File: src/hw/rtl/lrupr_pkg.sv
package lrupr_pkg;

   // Default geometry of the frame table.
   localparam int MAX_FRAMES_DEF = 8;
   localparam int PAGE_BITS_DEF  = 16;

   // Fixed field widths.
   localparam int FAULT_W   = 16;
   localparam int CFG_W     = 4;
   localparam int CSR_DATA_W = 32;
   localparam int CSR_ADDR_W = 3;

   // Register map: the word index is bit 2 of the byte address.
   localparam logic CSR_FRAMES_IDX = 1'b0;
   localparam logic [CFG_W-1:0] FRAMES_RESET = 4'd8;

   // Controller states.
   typedef enum logic [1:0] {
      ST_IDLE,
      ST_SCAN,
      ST_UPDATE
   } state_type;

   // Commands from the controller to the datapath.
   typedef struct packed {
      logic start;
      logic scan;
      logic commit;
   } cmd_type;

   // Status from the datapath to the controller.
   typedef struct packed {
      logic scan_done;
      logic out_free;
   } status_type;

endpackage

File: src/hw/rtl/lrupr_ram.sv
module lrupr_ram #(
   parameter int WIDTH = 16,
   parameter int DEPTH = 8,
   localparam int ADDR_W = $clog2(DEPTH > 1 ? DEPTH : 2)
) (
   input  logic              clock,
   input  logic              wr_en,
   input  logic [ADDR_W-1:0] wr_addr,
   input  logic [WIDTH-1:0]  wr_data,
   input  logic [ADDR_W-1:0] rd_addr,
   output logic [WIDTH-1:0]  rd_data
);

   logic [WIDTH-1:0] mem_ff [DEPTH];
   logic [WIDTH-1:0] rd_data_ff;

   // One write port and one registered read port.
   always_ff @(posedge clock) begin
      if (wr_en) begin
         mem_ff[wr_addr] <= wr_data;
      end
      rd_data_ff <= mem_ff[rd_addr];
   end

   assign rd_data = rd_data_ff;

endmodule

File: src/hw/rtl/lrupr_ctrl.sv
module lrupr_ctrl (
   input  logic                  clock,
   input  logic                  reset,
   input  logic                  req_valid,
   output logic                  req_stall,
   input  lrupr_pkg::status_type status,
   output lrupr_pkg::cmd_type    cmd
);

   lrupr_pkg::state_type state_ff;
   lrupr_pkg::state_type state_in;

   // State register.
   always_ff @(posedge clock) begin
      if (reset) begin
         state_ff <= lrupr_pkg::ST_IDLE;
      end else begin
         state_ff <= state_in;
      end
   end

   // Next state and commands.
   always_comb begin
      state_in   = state_ff;
      cmd.start  = 1'b0;
      cmd.scan   = 1'b0;
      cmd.commit = 1'b0;
      req_stall  = 1'b1;
      case (state_ff)
         lrupr_pkg::ST_IDLE: begin
            req_stall = 1'b0;
            if (req_valid) begin
               cmd.start = 1'b1;
               state_in  = lrupr_pkg::ST_SCAN;
            end
         end
         lrupr_pkg::ST_SCAN: begin
            cmd.scan = 1'b1;
            if (status.scan_done) begin
               state_in = lrupr_pkg::ST_UPDATE;
            end
         end
         lrupr_pkg::ST_UPDATE: begin
            // Hold the outcome until the result register can take it.
            if (status.out_free) begin
               cmd.commit = 1'b1;
               state_in   = lrupr_pkg::ST_IDLE;
            end
         end
         default: begin
            state_in = lrupr_pkg::ST_IDLE;
         end
      endcase
   end

endmodule

File: src/hw/rtl/lrupr_dp.sv
module lrupr_dp #(
   parameter int MAX_FRAMES = lrupr_pkg::MAX_FRAMES_DEF,
   parameter int PAGE_BITS  = lrupr_pkg::PAGE_BITS_DEF,
   localparam int FRAME_W = $clog2(MAX_FRAMES > 1 ? MAX_FRAMES : 2),
   localparam int CNT_W   = $clog2(MAX_FRAMES + 1)
) (
   input  logic                          clock,
   input  logic                          reset,
   input  lrupr_pkg::cmd_type            cmd,
   output lrupr_pkg::status_type         status,
   input  logic [lrupr_pkg::CFG_W-1:0]   frames_in_use,
   input  logic [PAGE_BITS-1:0]          req_page_number,
   output logic                          rsp_valid,
   input  logic                          rsp_stall,
   output logic                          rsp_hit,
   output logic [FRAME_W-1:0]            rsp_frame_index,
   output logic                          rsp_evicted_valid,
   output logic [PAGE_BITS-1:0]          rsp_evicted_page,
   output logic [lrupr_pkg::FAULT_W-1:0] rsp_fault_total
);

   localparam logic [FRAME_W-1:0] RANK_TOP = FRAME_W'(MAX_FRAMES - 1);

   // Working registers of the current reference.
   logic [PAGE_BITS-1:0] page_ff;
   logic [CNT_W-1:0]     scan_idx_ff, scan_idx_in;
   logic                 cmp_live_ff, cmp_live_in;
   logic [FRAME_W-1:0]   cmp_idx_ff;
   logic                 found_ff, found_in;
   logic [FRAME_W-1:0]   hit_idx_ff, hit_idx_in;
   logic                 empty_ff, empty_in;
   logic [FRAME_W-1:0]   empty_idx_ff, empty_idx_in;
   logic [FRAME_W-1:0]   vic_idx_ff, vic_idx_in;
   logic [FRAME_W-1:0]   vic_rank_ff, vic_rank_in;
   logic [PAGE_BITS-1:0] vic_page_ff, vic_page_in;

   // Frame state and counters.
   logic [MAX_FRAMES-1:0] valid_ff, valid_in;
   logic [FRAME_W-1:0]    rank_ff [MAX_FRAMES];
   logic [FRAME_W-1:0]    rank_in [MAX_FRAMES];
   logic [lrupr_pkg::FAULT_W-1:0] fault_ff, fault_in;

   // Result register.
   logic                          rsp_valid_ff, rsp_valid_in;
   logic                          rsp_hit_ff;
   logic [FRAME_W-1:0]            rsp_frame_ff;
   logic                          rsp_ev_valid_ff;
   logic [PAGE_BITS-1:0]          rsp_ev_page_ff;
   logic [lrupr_pkg::FAULT_W-1:0] rsp_fault_ff;

   logic [CNT_W-1:0]     n_act;
   logic                 issuing;
   logic [PAGE_BITS-1:0] rd_page;
   logic                 cur_valid;
   logic [FRAME_W-1:0]   cur_rank;
   logic [FRAME_W-1:0]   sel_idx;
   logic [FRAME_W-1:0]   old_rank;
   logic                 do_evict;

   // Number of frames that take part: zero acts as one, large values clamp.
   always_comb begin
      if (frames_in_use == '0) begin
         n_act = CNT_W'(1);
      end else if (int'(frames_in_use) > MAX_FRAMES) begin
         n_act = CNT_W'(MAX_FRAMES);
      end else begin
         n_act = CNT_W'(frames_in_use);
      end
   end

   assign issuing = (scan_idx_ff < n_act);

   // Page store, read one frame per cycle during the scan.
   lrupr_ram #(
      .WIDTH (PAGE_BITS),
      .DEPTH (MAX_FRAMES)
   ) u_page_ram (
      .clock   (clock),
      .wr_en   (cmd.commit & ~found_ff),
      .wr_addr (sel_idx),
      .wr_data (page_ff),
      .rd_addr (scan_idx_ff[FRAME_W-1:0]),
      .rd_data (rd_page)
   );

   assign cur_valid = valid_ff[cmp_idx_ff];
   assign cur_rank  = rank_ff[cmp_idx_ff];

   // Scan: address stage issues a read, compare stage sees the page in the next cycle.
   always_comb begin
      scan_idx_in  = scan_idx_ff;
      cmp_live_in  = 1'b0;
      found_in     = found_ff;
      hit_idx_in   = hit_idx_ff;
      empty_in     = empty_ff;
      empty_idx_in = empty_idx_ff;
      vic_idx_in   = vic_idx_ff;
      vic_rank_in  = vic_rank_ff;
      vic_page_in  = vic_page_ff;
      if (cmd.start) begin
         scan_idx_in = '0;
         found_in    = 1'b0;
         empty_in    = 1'b0;
      end else if (cmd.scan) begin
         if (issuing) begin
            scan_idx_in = scan_idx_ff + CNT_W'(1);
            cmp_live_in = 1'b1;
         end
         if (cmp_live_ff) begin
            // The first matching valid frame is the hit.
            if (cur_valid && rd_page == page_ff && !found_ff) begin
               found_in   = 1'b1;
               hit_idx_in = cmp_idx_ff;
            end
            // The lowest empty frame is the fill target.
            if (!cur_valid && !empty_ff) begin
               empty_in     = 1'b1;
               empty_idx_in = cmp_idx_ff;
            end
            // The oldest frame is the victim; the lowest index wins a tie.
            if (cmp_idx_ff == '0 || cur_rank > vic_rank_ff) begin
               vic_idx_in  = cmp_idx_ff;
               vic_rank_in = cur_rank;
               vic_page_in = rd_page;
            end
         end
      end
   end

   // Frame used by this reference and the rank it leaves behind.
   always_comb begin
      if (found_ff) begin
         sel_idx = hit_idx_ff;
      end else if (empty_ff) begin
         sel_idx = empty_idx_ff;
      end else begin
         sel_idx = vic_idx_ff;
      end
      old_rank = rank_ff[sel_idx];
      do_evict = ~found_ff & ~empty_ff;
   end

   // Commit: recency update, valid bit, fault count.
   always_comb begin
      valid_in = valid_ff;
      fault_in = fault_ff;
      for (int j = 0; j < MAX_FRAMES; j++) begin
         rank_in[j] = rank_ff[j];
      end
      if (cmd.commit) begin
         for (int j = 0; j < MAX_FRAMES; j++) begin
            if (FRAME_W'(j) == sel_idx) begin
               rank_in[j] = '0;
            end else if (CNT_W'(j) < n_act && valid_ff[j] &&
                         (!found_ff || rank_ff[j] < old_rank) &&
                         rank_ff[j] != RANK_TOP) begin
               rank_in[j] = rank_ff[j] + FRAME_W'(1);
            end
         end
         if (!found_ff) begin
            valid_in[sel_idx] = 1'b1;
            if (fault_ff != '1) begin
               fault_in = fault_ff + lrupr_pkg::FAULT_W'(1);
            end
         end
      end
   end

   // The result register frees when the receiver takes the transfer.
   assign rsp_valid_in = cmd.commit | (rsp_valid_ff & rsp_stall);

   always_ff @(posedge clock) begin
      if (reset) begin
         scan_idx_ff  <= '0;
         cmp_live_ff  <= 1'b0;
         found_ff     <= 1'b0;
         empty_ff     <= 1'b0;
         valid_ff     <= '0;
         fault_ff     <= '0;
         rsp_valid_ff <= 1'b0;
         for (int j = 0; j < MAX_FRAMES; j++) begin
            rank_ff[j] <= '0;
         end
      end else begin
         scan_idx_ff  <= scan_idx_in;
         cmp_live_ff  <= cmp_live_in;
         found_ff     <= found_in;
         empty_ff     <= empty_in;
         valid_ff     <= valid_in;
         fault_ff     <= fault_in;
         rsp_valid_ff <= rsp_valid_in;
         for (int j = 0; j < MAX_FRAMES; j++) begin
            rank_ff[j] <= rank_in[j];
         end
      end
   end

   // Payload registers.
   always_ff @(posedge clock) begin
      cmp_idx_ff   <= scan_idx_ff[FRAME_W-1:0];
      hit_idx_ff   <= hit_idx_in;
      empty_idx_ff <= empty_idx_in;
      vic_idx_ff   <= vic_idx_in;
      vic_rank_ff  <= vic_rank_in;
      vic_page_ff  <= vic_page_in;
      if (cmd.start) begin
         page_ff <= req_page_number;
      end
      if (cmd.commit) begin
         rsp_hit_ff      <= found_ff;
         rsp_frame_ff    <= sel_idx;
         rsp_ev_valid_ff <= do_evict;
         rsp_ev_page_ff  <= do_evict ? vic_page_ff : '0;
         rsp_fault_ff    <= fault_in;
      end
   end

   assign status.scan_done = ~issuing;
   assign status.out_free  = ~rsp_valid_ff | ~rsp_stall;

   assign rsp_valid         = rsp_valid_ff;
   assign rsp_hit           = rsp_hit_ff;
   assign rsp_frame_index   = rsp_frame_ff;
   assign rsp_evicted_valid = rsp_ev_valid_ff;
   assign rsp_evicted_page  = rsp_ev_page_ff;
   assign rsp_fault_total   = rsp_fault_ff;

endmodule

File: src/hw/rtl/lru_page_replacement.sv
// LRU page replacement over a small set of physical frames.
// Input channel (req_valid / req_stall / req_page_number): one page reference
// per transfer. Result channel (rsp_valid / rsp_stall / rsp_*): one result per
// reference with hit, frame used, evicted page and the saturating fault count.
// The CSR port holds frames_in_use (byte address 0); write it only while idle.
// Each reference passes an accept step, the frame scan over the frames in use,
// which reads the page store one frame per cycle with a registered read, and
// an update step that writes the frame state and the result register. The
// result is offered as the block returns to idle, so the next reference can be
// accepted while that result is still on offer.
// While the receiver stalls, the result stays in its register and the next
// reference may still be accepted and scanned; its update waits until the
// pending result has been taken.
// Reset clears all valid bits, recency ranks and the fault count, and sets
// frames_in_use to eight. Page contents are not cleared; no clearing pass runs.
module lru_page_replacement #(
   parameter int MAX_FRAMES = lrupr_pkg::MAX_FRAMES_DEF,
   parameter int PAGE_BITS  = lrupr_pkg::PAGE_BITS_DEF,
   localparam int FRAME_W = $clog2(MAX_FRAMES > 1 ? MAX_FRAMES : 2)
) (
   input  logic                             clock,
   input  logic                             reset,
   // Input channel.
   input  logic                             req_valid,
   output logic                             req_stall,
   input  logic [PAGE_BITS-1:0]             req_page_number,
   // Result channel.
   output logic                             rsp_valid,
   input  logic                             rsp_stall,
   output logic                             rsp_hit,
   output logic [FRAME_W-1:0]               rsp_frame_index,
   output logic                             rsp_evicted_valid,
   output logic [PAGE_BITS-1:0]             rsp_evicted_page,
   output logic [lrupr_pkg::FAULT_W-1:0]    rsp_fault_total,
   // Configuration port.
   input  logic                             csr_psel,
   input  logic                             csr_penable,
   input  logic                             csr_pwrite,
   input  logic [lrupr_pkg::CSR_ADDR_W-1:0] csr_paddr,
   input  logic [lrupr_pkg::CSR_DATA_W-1:0] csr_pwdata,
   output logic [lrupr_pkg::CSR_DATA_W-1:0] csr_prdata,
   output logic                             csr_pready
);

   logic [lrupr_pkg::CFG_W-1:0] frames_in_use_ff;
   logic [lrupr_pkg::CFG_W-1:0] frames_in_use_in;
   logic                        csr_wr;
   lrupr_pkg::cmd_type          cmd;
   lrupr_pkg::status_type       status;

   // Configuration register write on the access phase.
   assign csr_pready = 1'b1;
   assign csr_wr     = csr_psel & csr_penable & csr_pwrite & csr_pready;

   always_comb begin
      frames_in_use_in = frames_in_use_ff;
      if (csr_wr && csr_paddr[2] == lrupr_pkg::CSR_FRAMES_IDX) begin
         frames_in_use_in = csr_pwdata[lrupr_pkg::CFG_W-1:0];
      end
   end

   always_ff @(posedge clock) begin
      if (reset) begin
         frames_in_use_ff <= lrupr_pkg::FRAMES_RESET;
      end else begin
         frames_in_use_ff <= frames_in_use_in;
      end
   end

   // Register readback.
   always_comb begin
      csr_prdata = '0;
      if (csr_paddr[2] == lrupr_pkg::CSR_FRAMES_IDX) begin
         csr_prdata = lrupr_pkg::CSR_DATA_W'(frames_in_use_ff);
      end
   end

   lrupr_ctrl u_ctrl (
      .clock     (clock),
      .reset     (reset),
      .req_valid (req_valid),
      .req_stall (req_stall),
      .status    (status),
      .cmd       (cmd)
   );

   lrupr_dp #(
      .MAX_FRAMES (MAX_FRAMES),
      .PAGE_BITS  (PAGE_BITS)
   ) u_dp (
      .clock             (clock),
      .reset             (reset),
      .cmd               (cmd),
      .status            (status),
      .frames_in_use     (frames_in_use_ff),
      .req_page_number   (req_page_number),
      .rsp_valid         (rsp_valid),
      .rsp_stall         (rsp_stall),
      .rsp_hit           (rsp_hit),
      .rsp_frame_index   (rsp_frame_index),
      .rsp_evicted_valid (rsp_evicted_valid),
      .rsp_evicted_page  (rsp_evicted_page),
      .rsp_fault_total   (rsp_fault_total)
   );

   // After an input transfer the block is busy with that reference.
   a_busy_after_accept: assert property (@(posedge clock) disable iff (reset)
      (req_valid && !req_stall) |=> req_stall)
      else $error("input accepted twice in a row");

   // An update never overwrites a result that is still waiting.
   a_commit_when_free: assert property (@(posedge clock) disable iff (reset)
      cmd.commit |-> (!rsp_valid || !rsp_stall))
      else $error("result register overwritten while stalled");

   // A hit never evicts.
   a_hit_no_evict: assert property (@(posedge clock) disable iff (reset)
      rsp_valid |-> !(rsp_hit && rsp_evicted_valid))
      else $error("hit reported with an eviction");

   // Without an eviction the evicted page reads as zero.
   a_evict_page_zero: assert property (@(posedge clock) disable iff (reset)
      (rsp_valid && !rsp_evicted_valid) |-> (rsp_evicted_page == '0))
      else $error("evicted page nonzero without an eviction");

endmodule

File: config.mk
export PLATFORM = sky130hd
export DESIGN_NAME = lru_page_replacement
export DESIGN_NICKNAME = d
export VERILOG_FILES = /design/src/hw/rtl/lrupr_pkg.sv /design/src/hw/rtl/lrupr_ram.sv /design/src/hw/rtl/lrupr_ctrl.sv /design/src/hw/rtl/lrupr_dp.sv /design/src/hw/rtl/lru_page_replacement.sv
export SDC_FILE = /design/constraint.sdc
export NUM_CORES = 1
export LEC_CHECK = 0
export BUFFER_PORTS_ARGS = -buffer_cell sky130_fd_sc_hd__buf_2
export CAP_MARGIN = 25
export CORE_UTILIZATION = 23
export CTS_CLUSTER_SIZE = 30
export DETAILED_ROUTE_END_ITERATION = 12
export HOLD_SLACK_MARGIN = 0.15
export SLEW_MARGIN = 5
export SYNTH_ARGS = -nofsm -noshare
export SYNTH_HDL_FRONTEND = slang
export SYNTH_HIERARCHICAL = 1
export SYNTH_SLANG_ARGS = --single-unit
export TNS_END_PERCENT = 5
File: constraint.sdc
create_clock -name clock -period 6.19 [get_ports clock]
set_input_delay 0 -clock clock [delete_from_list [all_inputs] [get_ports clock]]
set_output_delay 0 -clock clock [all_outputs]
set_load 0.02 [all_outputs]
==> results of run 1 <==
## stage by stage
stage / hold slack (ns) / instances / util [%] / setup slack [ns]
3_3_place_gp: 0.1771 / 1598 / 25.30 / 1.946
3_5_place_dp: 0.1783 / 1598 / 25.30 / 1.864
6_report: 0.1857 / 1698 / 28.09 / 1.848
5_1_grt: 0.1666 / 1698 / 28.09 / 1.538
4_1_cts: 0.1547 / 1698 / 28.09 / 1.889
2_1_floorplan: 0.06244 / 881 / - / 1.800
## cells by family (layout without fill, tap and decap cells)
kind of cell               count (synthesis)  count (layout)  share of synthesized area [%]
DFF                                      290             290                          62.79
other                                      2              29                        0.05971
buffers and inverters                     85             206                          3.860
AOI/OAI and AO/OA                         82              82                          4.706
xor gates and xnor gates                  31              31                          2.159
adders and majority gates                 32              32                          3.183
muxes                                     89              89                          12.67
and+or+nand+nor                          243             243                          10.57
## where the power goes
| group | leakage (nW) | total, mW | internal (mW) | switching, mW |
|---|---|---|---|---|
| clock network | 0.536 | 1.92 | 1.15 | 0.767 |
| logic | 2.14 | 0.142 | 0.0670 | 0.0748 |
| registers | 2.52 | 2.13 | 2.10 | 0.0297 |
## synth_stat cells, types with 5 or more instances
| master | number |
|---|---|
| nand3_1 | 20 |
| edfxtp_1 | 209 |
| and2_1 | 22 |
| nand2_1 | 41 |
| a21oi_1 | 17 |
| nand4_1 | 14 |
| buf_4 | 30 |
| mux2_1 | 5 |
| inv_1 | 14 |
| clkbuf_1 | 24 |
| nand2b_1 | 21 |
| mux2_2 | 19 |
| dfxtp_1 | 81 |
| mux2i_1 | 19 |
| and3_1 | 6 |
| mux4_1 | 28 |
| ha_1 | 32 |
| buf_6 | 7 |
| and2b_2 | 5 |
| a31oi_1 | 16 |
| nor3_1 | 18 |
| nor4_1 | 7 |
| o21ai_0 | 6 |
| xor2_1 | 16 |
| mux4_2 | 16 |
| nand3b_1 | 10 |
| nor2b_1 | 18 |
| buf_1 | 5 |
| xnor2_1 | 15 |
| a21o_1 | 6 |
| o21a_1 | 5 |
| nor2_1 | 42 |
| nor3b_1 | 5 |
## final cells by class
| type | count | area [µm²] | area share [%] |
|---|---|---|---|
| inverter | 18 | 67.56 | 0.4461 |
| sequential | 290 | 7899 | 52.15 |
| tap | 696 | 870.8 | 5.750 |
| clock inverter | 13 | 173.9 | 1.148 |
| clock buffer | 45 | 908.4 | 5.998 |
| multi-input combinational | 506 | 4320 | 28.53 |
| timing repair buffer | 130 | 905.9 | 5.981 |
## layout by cell type (no fill, tap or decap), drive strengths merged, types with 3 or more instances in the layout
master	n
mux2i	20
xor2	16
a21o	6
nand4	14
o21ai	6
a211oi	3
and2b	5
buf	88
o2111ai	3
a31oi	16
a21oi	18
nand2b	21
nor2	42
a2111oi	3
a311o	4
nor2b	18
dlygate4sd3	42
clkinv	9
nor3b	5
clkbuf	45
a31o	4
bufinv	3
and4	3
o21a	5
and2	22
xnor2	15
o221ai	4
edfxtp	209
nand3b	10
ha	32
mux2	25
conb	29
nor3	18
and3	6
nand3	20
inv	19
mux4	44
dfxtp	81
nand2	41
nor4	7
## worst register-to-register path, cell delays in order, from the launching register on
cell	delay, ns
dfxtp_1	0.48
mux2i_1	0.25
o21a_1	0.36
clkinv_1	0.51
mux4_2	0.63
mux2i_1	0.53
buf_4	0.27
ha_1	0.16
o21ai_0	0.07
and3b_1	0.18
a31oi_1	0.35
nor3_1	0.09
or3_1	0.35
## worst paths after layout
kind | depth (start not counted) | end | slack, ns
worst max-delay path | 12 | u_dp/rank_ff[0][2]$_SDFFE_PP0P_ | 1.85
worst min-delay path | 2 | u_dp/page_ff[15]$_DFFE_PP_ | 0.19
worst min register to register | 0 | u_dp/cmp_idx_ff[0]$_DFF_P_ | 0.41
worst max register to register | 12 | u_dp/rank_ff[0][2]$_SDFFE_PP0P_ | 1.85
## per-layer routing
layer  track usage, %  part of all wire (%)  vias up  wire (µm)
met2            16.00                    48      160      12810
li1                 -                     -     3460          -
met3            1.650                   4.4       38       1193
met1            12.73                    46     3684      12310
met5                0                     0        -          0
met4            2.713                   2.2        0        588
## what timing repair did
action | 4_1_cts | 5_1_grt
hold buffers | 42 | 0
hold endpoints to repair | 88 | 0
resized for setup | 0 | 0
## sequential cells by signal, indices dropped and copies added (netlist names), 3 cells and up
name                     count
frames_in_use_ff             4
u_dp/cmp_idx_ff              3
u_dp/empty_idx_ff            3
u_dp/fault_ff               16
u_dp/hit_idx_ff              3
u_dp/page_ff                16
u_dp/rank_ff                24
u_dp/rsp_evicted_page       16
u_dp/rsp_fault_total        16
u_dp/rsp_frame_index         3
u_dp/scan_idx_ff             4
u_dp/u_page_ram/mem_ff     128
u_dp/u_page_ram/rd_data     16
u_dp/valid_ff                8
u_dp/vic_idx_ff              3
u_dp/vic_page_ff            16
u_dp/vic_rank_ff             3
==> results by group, run 1 <==
Logic synthesis
  – Sequential fraction of the synthesis area: 62.79%
  – Synth area leaders: edfxtp_1, dfxtp_1, mux4_1
  – Area leader, netlist: edfxtp_1
  – Async SR Flop Fraction: 0%
  – Top_reg_cell synth: edfxtp_1
  – Register bit total from synthesis: 290
  – Synth Instances: 854
  – Yosys cell types: 69
  – Ys Warns: 6
  – Syn Area/Cell: 14.73 µm²
  – Share of the synthesized area in the top cell type: 49.90%
  – Post-synthesis cell area: 0.01258 mm²
  – Post-synth EDFFs: 209

Critical path
  – Crit path from: u_dp/empty_ff$_SDFFE_PP0P_
  – Cells along the critical path: mux2i_1 -> o21a_1 -> clkinv_1 -> mux4_2 -> mux2i_1 -> buf_4 -> ha_1 -> o21ai_0 -> and3b_1 -> a31oi_1 -> nor3_1 -> or3_1
  – Kind of end point of the critical path: register
  – CP max stage delay: 0.62 ns
  – Critical path arrival: 4.80 ns
  – Most common cell on crit path: mux2i_1
  – Worst Setup Path Type: reg -> reg
  – CP max stage cell: mux4_2
  – Max FO, Critical Path: 13
  – CP Launch Type: register
  – CP Data Required Time: 6.65 ns
  – Crit path max-delay family: multiplexers
  – Worst r2r src: u_dp/empty_ff$_SDFFE_PP0P_
  – Worst path buffer plus inverter count: 2

Clocking
  – Post-CTS setup buffer count: 0
  – Clock buffer depth: 3
  – CTS tree: yes
  – Clock Latency Late Sink: 0.58 ns
  – H-tree lvl count: 1
  – Root Buffer: clkbuf_16
  – Clock Pin Slew Worst Setup and Hold Paths: 0.06 ns
  – Sink Count: 290
  – Total CTS buffers: 31

Route
  – WL final: 26.91 mm
  – Initial DRC count: 462
  – Post-route ant nets: 0
  – Vias: 7342
  – DR WL/cell: 15.85 µm
  – Iteration count of the initial detailed-routing pass: 5
  – Routed vias/inst: 4.324
  – Drc violations: 0

STA
  – Worst slew margin: 44.95%
  – Slew @ Worst Pin: 0.8143 ns
  – Fin crit period: 4.342 ns
  – Final Cycle Share: 70.14%
  – RSZ-0062 raised after global routing: no
  – Clk_skew: 0.01359 ns
  – Final Max Slew Viols: 0
  – Final Hold Fails: 0
  – Fmax: 230.3 MHz
  – Final setup violation count: 0
  – Setup TNS: 0 ns

Power
  – Power Total: 4.185 mW
  – PD cells: 276.3 mW/mm²
  – Peak VDD IR: 0.0002133 V
  – LEAKAGE: 5.196 nW

Placement
  – Dpl hpwl: 16.78 mm
  – RePlAce Congestion: 0.7892
  – Port bufs: 70
  – Placed cell areas: 0.01364 mm²

Die
  – Cell row count: 85
  – Effective utilization at floorplan: 23.33%
  – Core footprint: 0.05392 mm²
  – IO Count: 130
  – Die footprint: 0.05562 mm²
  – Die Ht: 235.8 µm
  – Die span in x: 235.8 µm

Global route
  – Total grt overflow: 0
  – Global Route Usage Sum: 9.589%
  – Largest net degree at the start of global routing: 67
  – Number of global-route vias before repair: 7316
  – Initial antenna violation count: 0
  – First-pass GRT wire length: 42.15 mm

Status
  – Status: completed

Layout
  – Antenna Cells: 0
  – Fin area: 0.01515 mm²
  – Fill count: 5390
  – Layout area overhead: 20.42%
  – Final #Nets: 1067
  – Layout cells sized above 1: 19.76%

Run
  – Max-capacitance violation count: 0

Hold path
  – HP Start: req_page_number[15]
  – Hold WC Path Type: in -> reg
(Power assumes the default switching activity.)
==> run 2: changes to the inputs <==
Clock period 6.19 ns to 3.8 ns, I/O delays scaled along.
==> run 2 against run 1 <==
Against the previous run: flip-flop and latch count unchanged; wire length is 2.3% higher; non-clock buffer count is 7 higher; first-iteration DRC count down 11%; power increased by 57%; clock power is 50% higher; worst setup slack lost 1.3 ns; die area unchanged; register-to-register slack lost 1.3 ns.
==> results by group, run 2 (synthesis gave the netlist of run 1 again) <==
Layout
  – Commonest non-fill, non-tap cell in the layout: edfxtp_1
  – Most frequent cells in the layout: edfxtp_1, dfxtp_1, buf_2, dlygate4sd3_1, nand2_1
  – Non-Filler Instances: 1705
  – Antenna Cells: 0
  – Core Util, Final: 28.00%
  – Top reg by flops: u_dp/u_page_ram/mem_ff
  – Max FFs per register: 128
  – Layout cells sized above 1: 19.62%
  – Layout area overhead: 20.04%
  – Final #Nets: 1074
  – Largest regs: u_dp/u_page_ram/mem_ff: 128 flops, u_dp/rank_ff: 24 flops

Die
  – Die span in x: 235.8 µm
  – Die Ht: 235.8 µm
  – Cell row count: 85
  – Die footprint: 0.05562 mm²
  – Effective utilization at floorplan: 23.33%
  – Core footprint: 0.05392 mm²
  – IO Count: 130

Run
  – Max-capacitance violation count: 0

Critical path
  – Kind of end point of the critical path: register
  – Worst Setup Path Type: reg -> reg
  – CP Data Required Time: 4.30 ns
  – Most common cell on crit path: and2_1
  – CP max stage cell: dfxtp_1
  – Max FO, Critical Path: 13
  – Cells along the critical path: nand2_1 -> o21a_1 -> clkinv_1 -> mux4_2 -> mux2i_1 -> buf_4 -> ha_1 -> and2_1 -> a311oi_1 -> and2_1 -> nand4_1 -> a31oi_1
  – CP Launch Type: register
  – Critical path arrival: 3.80 ns
  – CP max stage delay: 0.69 ns

Clocking
  – Sink Count: 290
  – Clock Latency Late Sink: 0.57 ns
  – H-tree lvl count: 1
  – CTS tree: yes
  – Root Buffer: clkbuf_16
  – Clock Pin Slew Worst Setup and Hold Paths: 0.06 ns
  – Post-CTS setup buffer count: 0
  – Clock buffer depth: 3
  – Total CTS buffers: 31

Placement
  – Dpl hpwl: 17.38 mm
  – Cells after DPL: 1605
  – RePlAce Congestion: 0.7717
  – Port bufs: 70

STA
  – Fmax: 303.2 MHz
  – Final Max Slew Viols: 0
  – Slew @ Worst Pin: 0.9356 ns
  – RSZ-0062 raised after global routing: no
  – Clk_skew: 0.007348 ns
  – Final Hold Fails: 0
  – Fin crit period: 3.299 ns
  – Final Cycle Share: 86.80%
  – Hold WS: 0.1708 ns
  – Worst slew margin: 37.62%
  – Final setup violation count: 0

Global route
  – Global Route Usage Sum: 9.818%
  – First-pass GRT wire length: 42.90 mm
  – Largest net degree at the start of global routing: 80
  – Number of global-route vias before repair: 7440
  – Total grt overflow: 0
  – Initial antenna violation count: 0

Route
  – Routed vias/inst: 4.333
  – Post-route ant nets: 0
  – Drc violations: 0
  – Initial DRC count: 412
  – Iteration count of the initial detailed-routing pass: 5
  – Vias: 7388
  – DR WL/cell: 16.14 µm
  – WL final: 27.52 mm

Power
  – LEAKAGE: 5.164 nW
  – Peak VDD IR: 0.0003147 V
  – Internal power: 5.176 mW
  – Logic pwr share: 3.6%
  – Part of the power in registers: 52.7%
  – P_sw: 1.400 mW
  – Clock share of power: 43.8%
  – PD cells: 435.5 mW/mm²
  – Power Total: 6.575 mW
  – Switch share: 21.28%

Hold path
  – Hold WC Path Type: in -> reg

Status
  – Status: completed
[run 2: cell types whose count changed in the layout (fill, tap and decap cells not counted)]
cell	previous run	this run
buf_4	18	25
clkinv_1	2	8
clkbuf_8	8	4
clkinvlp_4	0	4
clkinv_4	3	0
bufinv_16	3	1
inv_6	2	0
clkbuf_1	6	7
clkinv_2	4	3
inv_4	0	1
[run 2: stage by stage]
| step | area [µm²] | setup WS (ns) | setup TNS [ns] |
|---|---|---|---|
| after global placement | 13700 | 0.5299 | 0 |
| after global routing | 15100 | 0.2173 | 0 |
| after detailed placement | 13700 | 0.5362 | 0 |
| after CTS | 15100 | 0.5155 | 0 |
| after floorplan | 12680 | -0.4059 | -8.930 |
| final | 15100 | 0.5014 | 0 |
[run 2: critical path: cells and delay by family (launching register included)]
| family | cells | cell delay (ns) |
|---|---|---|
| AOI/OAI and AO/OA | 3 | 0.69 |
| and+or+nand+nor | 4 | 0.63 |
| muxes | 2 | 0.73 |
| adders and majority gates | 1 | 0.21 |
| DFF | 1 | 0.69 |
| buffers and inverters | 2 | 0.28 |
[run 2: area by class of cell]
| class | instances | area (µm²) |
|---|---|---|
| flip-flops and latches | 290 | 7899 |
| clock buffers | 42 | 857.1 |
| multi-input cells | 506 | 4320 |
| repair buffers | 137 | 958.4 |
| well taps | 696 | 870.8 |
| inverters | 18 | 67.56 |
| clock inverters | 16 | 123.9 |
| fillers | 5406 | 38820 |
[run 2: power groups by stage]
| stage | combinational, mW | sequential (mW) | clock, mW |
|---|---|---|---|
| 2_1_floorplan | 0.181 | 3.51 | 0 |
| 3_3_place_gp | 0.205 | 3.53 | 0 |
| 3_5_place_dp | 0.208 | 3.53 | 0 |
| 4_1_cts | 0.240 | 3.46 | 2.97 |
| 5_1_grt | 0.257 | 3.47 | 3.09 |
| 6_report | 0.235 | 3.46 | 2.88 |
[run 2: repair_timing]
item,CTS,global route
hold buffers,42,0
hold endpoints to repair,51,0
gates resized for setup,0,0
setup endpoints to repair,0,0
[run 2: worst paths after layout]
kind	slack [ns]	cells after the start	end	from
min reg2reg	0.42	0	u_dp/cmp_idx_ff[0]$_DFF_P_	u_dp/scan_idx_ff[0]$_SDFFE_PP0P_
min	0.17	2	u_dp/page_ff[15]$_DFFE_PP_	req_page_number[15]
max reg2reg	0.50	12	u_dp/rank_ff[6][2]$_SDFFE_PP0P_	u_dp/found_ff$_SDFFE_PP0P_
max	0.50	12	u_dp/rank_ff[6][2]$_SDFFE_PP0P_	u_dp/found_ff$_SDFFE_PP0P_
[run 2: metal layers]
metal | track usage (%) | wire length (µm) | vias up
met1 | 13.13 | 12370 | 3681
met5 | 0 | 0 | -
li1 | - | - | 3481
met3 | 1.428 | 1335 | 37
met2 | 16.54 | 13300 | 189
met4 | 2.614 | 516 | 0
